File: config.mk
export PLATFORM = sky130hd
export DESIGN_NAME = vigenere_cipher_stream
export DESIGN_NICKNAME = d
export VERILOG_FILES = /design/src/rtl/core/vcs_pkg.sv /design/src/rtl/core/vcs_front.sv /design/src/rtl/core/vcs_queue.sv /design/src/rtl/core/vcs_back.sv /design/src/rtl/core/vigenere_cipher_stream.sv
export VERILOG_INCLUDE_DIRS = /design/src /design/src/rtl/core
export SDC_FILE = /design/constraint.sdc
export NUM_CORES = 1
export LEC_CHECK = 0
export ABC_AREA = 0
export BUFFER_PORTS_ARGS = -buffer_cell sky130_fd_sc_hd__buf_2
export CORE_ASPECT_RATIO = 0.8
export CORE_MARGIN = 5
export CORE_UTILIZATION = 45
export CTS_BUF_LIST = sky130_fd_sc_hd__clkbuf_4 sky130_fd_sc_hd__clkbuf_8
export DETAILED_ROUTE_END_ITERATION = 8
export GPL_ROUTABILITY_DRIVEN = 1
export PLACE_DENSITY_LB_ADDON = 0.3
export SKIP_CTS_REPAIR_TIMING = 1
export SYNTH_ARGS = -nofsm -noshare
export SYNTH_HDL_FRONTEND = slang
export SYNTH_SLANG_ARGS = --single-unit
File: constraint.sdc
create_clock -name clk -period 7.2 [get_ports clk]
set_input_delay 0.72 -clock clk [delete_from_list [all_inputs] [get_ports clk]]
set_output_delay 0.72 -clock clk [all_outputs]
set_load 0.01 [all_outputs]
File: src/rtl/core/vigenere_cipher_stream_macros.svh
`ifndef VIGENERE_CIPHER_STREAM_MACROS_SVH
`define VIGENERE_CIPHER_STREAM_MACROS_SVH

// Same-cycle implication, checked on clk and disabled while rst is high.
`define VCS_ASSERT_IMP(label, lhs, rhs, msg) \
  label: assert property (@(posedge clk) disable iff (rst) (lhs) |-> (rhs)) else $error(msg);

// Next-cycle implication, checked on clk and disabled while rst is high.
`define VCS_ASSERT_NEXT(label, lhs, rhs, msg) \
  label: assert property (@(posedge clk) disable iff (rst) (lhs) |=> (rhs)) else $error(msg);

`endif

File: src/rtl/core/vcs_pkg.sv
`timescale 1ns / 1ps

package vcs_pkg;

  localparam int KEY_DEPTH = 16;
  localparam int POS_W = $clog2(KEY_DEPTH);
  localparam int LEN_W = POS_W + 1;
  localparam int ALPHA_SIZE = 63;

  localparam logic [1:0] REG_KEY_LOW = 2'd0;
  localparam logic [1:0] REG_KEY_HIGH = 2'd1;
  localparam logic [1:0] REG_KEY_LENGTH = 2'd2;
  localparam logic [1:0] REG_DIRECTION = 2'd3;

  localparam logic DIR_ENCRYPT = 1'b0;
  localparam logic DIR_DECRYPT = 1'b1;

  typedef struct packed {
    logic [7:0] char_in;
    logic       msg_ok;
    logic [5:0] msg_idx;
    logic       key_ok;
    logic [5:0] key_idx;
  } vcs_item_t;

  typedef struct packed {
    logic full;
    logic empty;
  } vcs_q_status_t;

  // Returns {in_alphabet, index}.
  function automatic logic [6:0] sym_index(input logic [7:0] b);
    logic [7:0] d;
    logic [6:0] r;
    d = 8'd0;
    r = 7'd0;
    if (b >= 8'h61 && b <= 8'h7a) begin
      d = b - 8'h61;
      r = {1'b1, d[5:0]};
    end else if (b >= 8'h41 && b <= 8'h5a) begin
      d = b - 8'h41 + 8'd26;
      r = {1'b1, d[5:0]};
    end else if (b >= 8'h30 && b <= 8'h39) begin
      d = b - 8'h30 + 8'd52;
      r = {1'b1, d[5:0]};
    end else if (b == 8'h20) begin
      r = {1'b1, 6'd62};
    end
    return r;
  endfunction

  function automatic logic [7:0] sym_char(input logic [5:0] idx);
    logic [7:0] c;
    if (idx < 6'd26) begin
      c = 8'h61 + {2'b00, idx};
    end else if (idx < 6'd52) begin
      c = 8'd39 + {2'b00, idx};
    end else if (idx < 6'd62) begin
      c = {2'b00, idx} - 8'd4;
    end else begin
      c = 8'h20;
    end
    return c;
  endfunction

endpackage

File: src/rtl/core/vcs_front.sv
`timescale 1ns / 1ps

module vcs_front (
  input  logic                     clk,
  input  logic                     rst,
  input  logic                     item_valid,
  output logic                     item_stall,
  input  logic [7:0]               char_in,
  input  logic                     message_start,
  input  logic [63:0]              key_low,
  input  logic [63:0]              key_high,
  input  logic [vcs_pkg::LEN_W-1:0] key_length,
  input  vcs_pkg::vcs_q_status_t   q_status,
  output logic                     push,
  output vcs_pkg::vcs_item_t       push_item
);

  logic [vcs_pkg::POS_W-1:0] key_position;
  logic [vcs_pkg::POS_W-1:0] key_position_next;
  logic [vcs_pkg::LEN_W-1:0] len;
  logic [vcs_pkg::LEN_W-1:0] pos;
  logic [vcs_pkg::LEN_W-1:0] pos_inc;
  logic [127:0]              key_all;
  logic [7:0]                key_char;
  logic [6:0]                msg_sym;
  logic [6:0]                key_sym;

  assign item_stall = q_status.full;
  assign push = item_valid && !q_status.full;
  assign key_all = {key_high, key_low};

  always_comb begin
    len = key_length;
    if (len == '0) begin
      len = vcs_pkg::LEN_W'(1);
    end else if (len > vcs_pkg::LEN_W'(vcs_pkg::KEY_DEPTH)) begin
      len = vcs_pkg::LEN_W'(vcs_pkg::KEY_DEPTH);
    end
    pos = message_start ? '0 : {1'b0, key_position};
    if (pos >= len) begin
      pos = '0;
    end
    pos_inc = pos + vcs_pkg::LEN_W'(1);
    if (pos_inc >= len) begin
      pos_inc = '0;
    end
    key_position_next = pos_inc[vcs_pkg::POS_W-1:0];
    key_char = key_all[pos[vcs_pkg::POS_W-1:0]*8 +: 8];
    msg_sym = vcs_pkg::sym_index(char_in);
    key_sym = vcs_pkg::sym_index(key_char);
    push_item.char_in = char_in;
    push_item.msg_ok = msg_sym[6];
    push_item.msg_idx = msg_sym[5:0];
    push_item.key_ok = key_sym[6];
    push_item.key_idx = key_sym[5:0];
  end

  always_ff @(posedge clk) begin
    if (rst) begin
      key_position <= '0;
    end else if (push) begin
      key_position <= key_position_next;
    end
  end

endmodule

File: src/rtl/core/vcs_queue.sv
`timescale 1ns / 1ps

module vcs_queue (
  input  logic                   clk,
  input  logic                   rst,
  input  logic                   push,
  input  vcs_pkg::vcs_item_t     push_item,
  input  logic                   pop,
  output vcs_pkg::vcs_item_t     pop_item,
  output vcs_pkg::vcs_q_status_t status
);

  vcs_pkg::vcs_item_t entries [2];
  logic               wr_ptr;
  logic               rd_ptr;
  logic [1:0]         count;

  assign status.full = (count == 2'd2);
  assign status.empty = (count == 2'd0);
  assign pop_item = entries[rd_ptr];

  always_ff @(posedge clk) begin
    if (push) begin
      entries[wr_ptr] <= push_item;
    end
  end

  always_ff @(posedge clk) begin
    if (rst) begin
      wr_ptr <= 1'b0;
      rd_ptr <= 1'b0;
      count <= 2'd0;
    end else begin
      if (push) begin
        wr_ptr <= ~wr_ptr;
      end
      if (pop) begin
        rd_ptr <= ~rd_ptr;
      end
      if (push && !pop) begin
        count <= count + 2'd1;
      end else if (pop && !push) begin
        count <= count - 2'd1;
      end
    end
  end

endmodule

File: src/rtl/core/vcs_back.sv
`timescale 1ns / 1ps

module vcs_back (
  input  logic                   clk,
  input  logic                   rst,
  input  logic                   direction,
  input  vcs_pkg::vcs_q_status_t q_status,
  input  vcs_pkg::vcs_item_t     item,
  output logic                   pop,
  output logic                   result_valid,
  input  logic                   result_stall,
  output logic [7:0]             char_out
);

  logic [6:0] sum;
  logic [6:0] wrapped;
  logic [5:0] idx;
  logic [7:0] char_out_next;

  assign pop = !q_status.empty && (!result_valid || !result_stall);

  always_comb begin
    if (direction == vcs_pkg::DIR_DECRYPT) begin
      sum = {1'b0, item.msg_idx} + 7'(vcs_pkg::ALPHA_SIZE) - {1'b0, item.key_idx};
    end else begin
      sum = {1'b0, item.msg_idx} + {1'b0, item.key_idx};
    end
    wrapped = (sum >= 7'(vcs_pkg::ALPHA_SIZE)) ? sum - 7'(vcs_pkg::ALPHA_SIZE) : sum;
    idx = wrapped[5:0];
    if (!item.key_ok) begin
      if (direction == vcs_pkg::DIR_DECRYPT) begin
        idx = (item.msg_idx == 6'd62) ? 6'd0 : item.msg_idx + 6'd1;
      end else begin
        idx = (item.msg_idx == 6'd0) ? 6'd15 : item.msg_idx - 6'd1;
      end
    end
    char_out_next = item.msg_ok ? vcs_pkg::sym_char(idx) : item.char_in;
  end

  always_ff @(posedge clk) begin
    if (pop) begin
      char_out <= char_out_next;
    end
  end

  always_ff @(posedge clk) begin
    if (rst) begin
      result_valid <= 1'b0;
    end else if (pop) begin
      result_valid <= 1'b1;
    end else if (!result_stall) begin
      result_valid <= 1'b0;
    end
  end

endmodule

File: src/rtl/core/vigenere_cipher_stream.sv
`timescale 1ns / 1ps
`include "vigenere_cipher_stream_macros.svh"

// Vigenere cipher over a 63-symbol alphabet (a-z, A-Z, 0-9, space), one byte
// per transfer. Each accepted byte yields exactly one result byte, in order.
// It sustains one transfer per cycle on both channels while result_stall is low;
// each accepted byte passes through the queue into registered char_out and result_valid.
// A two-entry queue between the classifying front end and the cipher back end sets the
// input stall: item_stall rises only when the queue is full. The user is to write key and
// mode registers through the cfg port only while no byte is in flight; not enforced here.
module vigenere_cipher_stream (
  input  logic        clk,
  input  logic        rst,
  input  logic        cfg_write,
  input  logic [1:0]  cfg_index,
  input  logic [63:0] cfg_data,
  input  logic        item_valid,
  output logic        item_stall,
  input  logic [7:0]  char_in,
  input  logic        message_start,
  output logic        result_valid,
  input  logic        result_stall,
  output logic [7:0]  char_out
);

  logic [63:0]               key_low;
  logic [63:0]               key_high;
  logic [vcs_pkg::LEN_W-1:0] key_length;
  logic                      direction;
  logic                      push;
  logic                      pop;
  vcs_pkg::vcs_item_t        push_item;
  vcs_pkg::vcs_item_t        pop_item;
  vcs_pkg::vcs_q_status_t    q_status;

  always_ff @(posedge clk) begin
    if (rst) begin
      key_low <= '0;
      key_high <= '0;
      key_length <= vcs_pkg::LEN_W'(1);
      direction <= vcs_pkg::DIR_ENCRYPT;
    end else if (cfg_write) begin
      case (cfg_index)
        vcs_pkg::REG_KEY_LOW: key_low <= cfg_data;
        vcs_pkg::REG_KEY_HIGH: key_high <= cfg_data;
        vcs_pkg::REG_KEY_LENGTH: key_length <= cfg_data[vcs_pkg::LEN_W-1:0];
        vcs_pkg::REG_DIRECTION: direction <= cfg_data[0];
        default: begin
        end
      endcase
    end
  end

  vcs_front u_front (
    .clk           (clk),
    .rst           (rst),
    .item_valid    (item_valid),
    .item_stall    (item_stall),
    .char_in       (char_in),
    .message_start (message_start),
    .key_low       (key_low),
    .key_high      (key_high),
    .key_length    (key_length),
    .q_status      (q_status),
    .push          (push),
    .push_item     (push_item)
  );

  vcs_queue u_queue (
    .clk       (clk),
    .rst       (rst),
    .push      (push),
    .push_item (push_item),
    .pop       (pop),
    .pop_item  (pop_item),
    .status    (q_status)
  );

  vcs_back u_back (
    .clk          (clk),
    .rst          (rst),
    .direction    (direction),
    .q_status     (q_status),
    .item         (pop_item),
    .pop          (pop),
    .result_valid (result_valid),
    .result_stall (result_stall),
    .char_out     (char_out)
  );

  `VCS_ASSERT_IMP(a_queue_status, 1'b1, !(q_status.full && q_status.empty), "queue full and empty")
  `VCS_ASSERT_NEXT(a_accept_fills, item_valid && !item_stall, !q_status.empty, "accepted byte lost")
  `VCS_ASSERT_NEXT(a_no_phantom, result_valid && !result_stall && q_status.empty, !result_valid, "result without byte")

endmodule

==> metrics.md, run 1 <==
| Metric | Value |
|---|---|
| Status | `finished, final reports clean` |
| Syn nets | `roughly 1.4k` |
| DRT met1 WL | `between 15,000 and 20,000 um` |
| Sequential element share of the synthesized area | `41.5%` |
| Max incr delay on CP | `just over 0.8 ns` |
| Multi-input gate area | `5770 um^2` |
| Achievable clock frequency | `roughly 170 MHz` |
| Total power | `about 3500 uW` |
| Post-synth EDFFs | `52` |
| Nets | `about 1.5k` |
| GRT overflow | `0` |
| Mapped Area | `10,700 um^2` |
| Pwr/cell area | `about 300 nW/um^2` |
| CTS root buffer | `clkbuf_8` |
| Final hold violations | `0` |
| Routed Antenna Nets | `0` |
| Die area | `approximately 27,000 um^2` |
| CP Max Fanout | `20` |
| R2R cell count | `16` |
| Number of synthesis warnings | `0` |
| Initial antenna violation count | `0` |
| Worst Path Required | `roughly 7.5 ns` |
| Hold_sp | `cfg_data[36]` |
| Met3 wire length | `about 2600 um` |
| WP depth | `16` |
| Worst rel slew slack | `between 20 and 25%` |
| Setup TNS | `0 ns` |
| Worst hold path class | `input pin to flip-flop` |
| Initial Utilization | `a little under half` |
| Global-route wire length before repair | `about 49,000 um` |
| Crit path capture type | `flip-flop` |
| Hold Crit Depth | `3` |
| Clk buf depth | `2` |
| Post-layout minimum cycle time | `5.97 ns` |
| RD Place Congestion | `around 0.95` |
| Ports | `90` |
| Slowest CP cell | `dfxtp_1` |
| Diode count | `0` |
| Max IR drop VDD | `about 0.14 mV` |
| Met2 routed wirelength | `approximately 12,000 um` |
| # port buffers | `slightly below 90` |
| Via Count | `about 9.7k` |
| GRT Util Overall | `22.5%` |
| CTS sink count | `196` |
| Largest net degree at the start of global routing | `between 90 and 100` |
| Die width | `183 um` |
| Min-Delay Endpoint | `key_high[36]` |
| Max Cap Viol | `0` |
| Reg2reg setup slack | `between 1 and 1.5 ns` |
| Cell Rows | `50` |
| Vias in the first global route | `~9k` |
| Tightest Pin Transition | `1.15 ns` |
| Buf/Inv on CP | `2` |
| Die Span Y | `between 100 and 150 um` |
| Wire length per cell | `~19 um` |
| Delay-heaviest family, CP | `compound AO/OA/AOI/OAI gates` |
| First drt pass iteration count | `6` |
| Layout cells sized above 1 | `a little under an eighth` |
| Fillers | `approximately 2.3k` |
| Final setup fails | `0` |
| CP Data Arrival Time | `roughly 6.3 ns` |
| Synthesis-stage register bit count | `approximately 200` |
| Register Area | `4440 um^2` |
| Synth unique cells | `84` |
| TritonCTS clock tree | `done` |
| Core area | `between 20,000 and 25,000 um^2` |
| Critical path class | `flip-flop to flip-flop` |
| DRC | `0` |
| Crit start category | `flip-flop` |
| 1st-iter DRT viols | `roughly 1.2k` |
| Slew Limit Fails | `0` |
| FFs w/ async S/R, synth | `0%` |
| RSZ-0062 raised after global routing | `false` |
| Leakage | `~0.0044 uW` |
| Crit path top cell by count | `ha_1` |
| H-tree depth | `4` |
| Vias per inst | `slightly below 6` |
| Ys flop type | `dfxtp_1` |
| Reg-to-reg endpoint | `u_back.char_out[5]` |
| Post-Route WL | `just over 30,000 um` |
| Clock transition at the registers of the reported paths | `approximately 0.12 ns` |
| Mapped Cells | `roughly 1.3k` |
| Cell Chain, Critical Path | `buf_4 -> mux2i_2 -> inv_1 -> ha_1 -> a22oi_1 -> o41ai_1 -> o31ai_1 -> nand4b_1 -> nand3_1 -> a41o_1 -> ha_1 -> a41oi_1 -> o21ai_1 -> nor2_1 -> a31o_1 -> o32ai_1` |
| P&R area growth vs syn | `9.76%` |
| CTS buffer count | `17` |
| Clock Skews | `roughly 0.023 ns` |
| Fin crit share | `between 80% and 90%` |
| Syn Area/Cell | `around 8.2 um^2` |
| Top Layer Used | `met4` |
| HPWL Detailed | `around 22,000 um` |
| Clock Latency Late Sink | `around 0.5 ns` |
## worst max path at each step
stage	slack [ns]	to	startpoint
2_1_floorplan	1.79	u_back.char_out[3]	flip-flop
3_3_place_gp	1.45	u_queue.entries[0][3]	message_start
3_5_place_dp	1.40	u_back.char_out[3]	flip-flop
4_1_cts	1.39	u_back.char_out[3]	flip-flop
5_1_grt	0.75	u_back.char_out[3]	flip-flop
6_report	1.23	u_back.char_out[5]	flip-flop
## through the flow
step	util, %	cell area, um^2	instances	setup slack [ns]	hold WS (ns)
6_report	50.3	11800	1674	1.23	0.453
2_1_floorplan	-	10700	1313	1.79	0.431
3_5_place_dp	48.2	11300	1642	1.40	0.446
3_3_place_gp	48.2	11300	1642	1.45	0.439
5_1_grt	50.3	11800	1674	0.752	0.434
4_1_cts	50.3	11800	1674	1.39	0.435
## cell usage after synthesis (21+ instances only)
cell type / n / area, um^2
dfxtp_1: 144 / 2880
edfxtp_1: 52 / 1560
nand2_1: 335 / 1260
ha_1: 46 / 576
nor2_1: 59 / 221
clkbuf_1: 53 / 199
a21oi_1: 181 / 906
nand3_1: 21 / 105
inv_1: 42 / 158
o21ai_0: 47 / 235
buf_2: 21 / 105
mux2i_1: 36 / 360
## worst reg2reg max path, delay by kind of cell, from the launching register on
| kind | cells | cell delay (ns) |
|---|---|---|
| buffers and inverters | 2 | 0.53 |
| multiplexers | 1 | 0.50 |
| AO/OA/AOI/OAI | 8 | 2.63 |
| adder cells (fa/ha/maj) | 2 | 0.69 |
| AND/OR/NAND/NOR | 3 | 0.63 |
| flip-flops | 1 | 0.82 |
## logic make-up after synthesis
| family | count (synthesis) | synth area share [%] |
|---|---|---|
| buf+inv | 126 | 4.85 |
| mux | 41 | 3.93 |
| flops | 196 | 41.5 |
| xor+xnor | 19 | 1.62 |
| fa+ha+maj | 48 | 5.74 |
| compound gates | 377 | 22.1 |
| simple gates | 506 | 20.2 |
## registers in the layout, summed over array words and instances (netlist names), named ones only
register,cells
key_high,64
key_low,64
u_queue.entries,44
u_back.char_out,8
key_length,5
u_front.key_position,4
u_queue.count,2
direction,1
u_back.result_valid,1
u_queue.rd_ptr,1
u_queue.wr_ptr,1
## power by group
group / switching [uW] / leakage [uW] / total [uW] / internal (uW)
clock network: 457 / 0.000240 / 821 / 364
logic: 856 / 0.00248 / 1350 / 491
registers: 59.9 / 0.00167 / 1310 / 1250
total: 1370 / 0.00439 / 3480 / 2110
## routing by layer
layer	GRT usage [%]	vias to the layer above
li1	-	4702
met1	36.9	4595
met3	4.72	27
met5	0	-
met4	3.79	0
met2	30.2	372
## area by class of cell
class                           instances  area share (%)
Tap cell                              312            3.32
Timing Repair Buffer                   97            4.32
Clock inverter                         14            1.93
Sequential cell                       196            37.8
Inverter                               46            1.47
Clock buffer                           18            2.11
Multi-Input combinational cell        991            49.1
## cell usage in the layout, fill, tap and decap left out, drive strengths merged, types with 21 or more instances in the layout
cell type	netlist	layout
dfxtp	144	144
inv	46	53
nand3	21	21
o21ai	52	52
ha	46	46
a21oi	182	182
mux2i	38	38
buf	26	97
edfxtp	52	52
nor2	60	60
nand2	335	335
(Power assumes the default switching activity.)
==> run 2: changes to the inputs <==
--- a/config.mk
+++ b/config.mk
@@ -6,7 +6,7 @@
 export SDC_FILE = /design/constraint.sdc
 export NUM_CORES = 1
 export LEC_CHECK = 0
-export ABC_AREA = 0
+export ABC_AREA = 1
 export BUFFER_PORTS_ARGS = -buffer_cell sky130_fd_sc_hd__buf_2
 export CORE_ASPECT_RATIO = 0.8
 export CORE_MARGIN = 5
==> constraint.sdc (replaced) <==
create_clock -name clk -period 5.5 [get_ports clk]
set_input_delay 0.55 -clock clk [delete_from_list [all_inputs] [get_ports clk]]
set_output_delay 0.55 -clock clk [all_outputs]
set_load 0.01 [all_outputs]
==> run 2 against run 1 <==
Total power increased by 51%. First-iteration DRC count increased by 0.86%. Worst setup slack got worse by 0.18 ns. Largest power group unchanged. Register-to-register slack got worse by 0.18 ns. Global-route usage decreased by 0.37 points. Cell count increased by 16%. Highest routed layer unchanged. Routed wire length decreased by 2.8%. Via count increased by 7.4%. Design area increased by 2.7%.
==> metrics.md, run 2 <==
| Metric | Value |
|---|---|
| 1st-iter DRT viols | `1,175 (+0.86%)` |
| RSZ-0062 raised after global routing | `false` |
| DRC | `0 (unchanged)` |
| Global-route wire length before repair | `49,600 um (+1.6%)` |
| Die width | `185 um (+1.5%)` |
| Core area | `24,200 um^2 (+3.6%)` |
| Number of synthesis warnings | `0 (unchanged)` |
| CTS root buffer | `clkbuf_8` |
| H-tree depth | `4 (unchanged)` |
| GRT Util Overall | `22.2% (-0.37 points)` |
| Tightest Pin Transition | `0.878 ns (-0.276 ns)` |
| Biggest regs | `key_high: 64 flops, key_low: 64 flops, u_queue.entries: 44 flops` |
| Ys flop type | `dfxtp_1` |
| Top cells by area, synth | `dfxtp_1, edfxtp_1, nand2_1` |
| Via Count | `10.4k (+7.4%)` |
| First drt pass iteration count | `6 (unchanged)` |
| Vias per inst | `5.35 (-7.7%)` |
| Post-layout minimum cycle time | `4.45 ns (-1.52 ns)` |
| CTS sink count | `196 (unchanged)` |
| FFs w/ async S/R, synth | `0% (unchanged)` |
| Largest net degree at the start of global routing | `106 (+14%)` |
| Synthesis-stage register bit count | `196 (unchanged)` |
| Synth top area share | `26.1% (-0.81 points)` |
| P&R area growth vs syn | `9.27%` |
| Post-synth EDFFs | `52 (unchanged)` |
| CP Data Arrival Time | `4.70 ns (-1.57 ns)` |
| Post-Route WL | `30,100 um (-2.8%)` |
| Synth top cells by count | `nand2_1, nor2_1, o21ai_0, nand3_1, dfxtp_1` |
| Vias in the first global route | `9,573 (+8.9%)` |
| Max Cap Viol | `0 (unchanged)` |
| Worst rel slew slack | `41.5% (+19 points)` |
| Clk buf depth | `2 (unchanged)` |
| Crit start category | `flip-flop` |
| Ports | `90 (unchanged)` |
| Syn Area/Cell | `7.06 um^2 (-14%)` |
| CP Max Fanout | `21 (+5.0%)` |
| Worst Path Required | `5.76 ns (-1.74 ns)` |
| Fin crit share | `80.9% (-2.0 points)` |
| Layout cells sized above 1 | `11.9% (+0.096 points)` |
| Critical path class | `flip-flop to flip-flop` |
| Cell Count, Final, Fillers Out | `1,946 (+16%)` |
| Clock Latency Late Sink | `0.49 ns (about the same)` |
| Final setup fails | `0 (unchanged)` |
| Crit path capture type | `flip-flop` |
| Clock Skews | `0.0250 ns (+0.00244 ns)` |
| Mapped Cells | `1,566 (+19%)` |
| GRT overflow | `0 (unchanged)` |
| Fillers | `2,411 (+6.1%)` |
| Total power | `5250 uW (+51%)` |
| Clock transition at the registers of the reported paths | `0.11 ns (about the same)` |
| CTS buffer count | `17 (unchanged)` |
| Worst hold path class | `input pin to flip-flop` |
| Commonest non-fill, non-tap cell in the layout | `nand2_1` |
| Cell accounting for the most synthesized area | `dfxtp_1` |
| Sequential element share of the synthesized area | `40.2% (-1.3 points)` |
| Final hold violations | `0 (unchanged)` |
| Achievable clock frequency | `225 MHz (+34%)` |
| Die Span Y | `150 um (+1.4%)` |
| Routed Antenna Nets | `0 (unchanged)` |
| Most frequent cells in the layout | `nand2_1, nor2_1, o21ai_0, nand3_1, dfxtp_1` |
| Most common cell in the netlist | `nand2_1` |
| Cells after DPL | `1,916 (+17%)` |
| Cell Rows | `51 (+2.0%)` |
| Pwr/cell area | `435 nW/um^2 (+47%)` |
| Setup TNS | `0 ns (unchanged)` |
| Max IR drop VDD | `0.193 mV (+40%)` |
| Leakage | `0.00548 uW (+25%)` |
| Diode count | `0 (unchanged)` |
| Syn nets | `1,694 (+18%)` |
| RD Place Congestion | `0.916 (-3.9%)` |
| HPWL Detailed | `21,000 um (-4.9%)` |
| Initial antenna violation count | `0 (unchanged)` |
| TritonCTS clock tree | `done` |
| Nets | `1,745 (+18%)` |
| Slew Limit Fails | `0 (unchanged)` |
| Status | `finished, final reports clean` |
| # port buffers | `89 (unchanged)` |
| Die area | `27,800 um^2 (+2.9%)` |
| Initial Utilization | `45.6% (-0.23 points)` |
| Synth unique cells | `51 (-39%)` |
| Mapped Area | `11,100 um^2 (+3.1%)` |
| Wire length per cell | `15.5 um (-16%)` |
[run 2: cell count changes after synthesis, sizes merged, moves of 17 or more]
| cell | before | now |
|---|---|---|
| mux2i | 38 | 0 |
| nand3 | 21 | 148 |
| nor2b | 17 | 0 |
| inv | 46 | 136 |
| nand2 | 335 | 306 |
| o21ai | 52 | 204 |
| nor2 | 60 | 278 |
| a21oi | 182 | 89 |
[run 2: metal layers]
layer / part of all wire (%) / track usage, % / up-vias
li1: - / - / 5238
met1: 50 / 34.6 / 4798
met2: 41 / 31.2 / 348
met3: 7.4 / 4.32 / 25
met4: 1.3 / 5.50 / 0
met5: 0 / 0 / -
[run 2: cell families after synthesis]
| group | synth area share (%) |
|---|---|
| simple gates | 29.7 |
| compound gates | 15.3 |
| buf+inv | 7.68 |
| flops | 40.2 |
| fa+ha+maj | 5.57 |
| xor+xnor | 1.51 |
[run 2: metrics by stage]
stage | utilization, % | instance area (um^2) | hold WS (ns) | worst slack (ns)
after floorplan | - | 11100 | 0.425 | 1.52
after global placement | 48.2 | 11700 | 0.438 | 1.22
after detailed placement | 48.2 | 11700 | 0.442 | 1.15
after CTS | 49.8 | 12100 | 0.258 | 1.09
after global routing | 49.8 | 12100 | 0.269 | 0.538
final | 49.8 | 12100 | 0.282 | 1.05
[run 2: final cells by class]
type | instances | area, um^2 | share of cell area (%)
clock inverters | 10 | 124 | 1.03
repair buffers | 105 | 566 | 4.68
well taps | 318 | 398 | 3.30
multi-input cells | 1160 | 5770 | 47.8
flip-flops and latches | 196 | 4440 | 36.8
clock buffers | 20 | 256 | 2.12
inverters | 137 | 517 | 4.28
[run 2: worst paths after layout]
kind | from | endpoint | slack, ns | depth (start not counted)
max | flip-flop | u_back.char_out[5] | 1.05 | 27
min | cfg_data[55] | key_low[55] | 0.28 | 3
min reg2reg | key_low[5] | key_low[5] | 0.46 | 2
max reg2reg | flip-flop | u_back.char_out[5] | 1.05 | 27
[run 2: critical path, stage by stage (launching register included)]
cell and delay, ns:
dfxtp_1 0.33, inv_2 0.24, or2_2 0.17, o21a_1 0.26, ha_1 0.25, inv_1 0.07
fa_1 0.39, inv_1 0.10, nand2_1 0.07, o211ai_1 0.11, nand2_1 0.14, inv_1 0.11
nand4_1 0.12, nor2_1 0.17, nand2_2 0.13, nand3_2 0.15, nand2_1 0.07, nand2_1 0.06
nand2_1 0.05, nand2_1 0.17, inv_1 0.13, ha_1 0.27, inv_1 0.08, nand2_1 0.08
a21oi_2 0.23, a21oi_1 0.13, nand2_1 0.08, nand2_1 0.04
[run 2: power by group]
group	switching (uW)	internal (uW)
clock	532	421
combinational	1720	834
sequential	54.5	1690
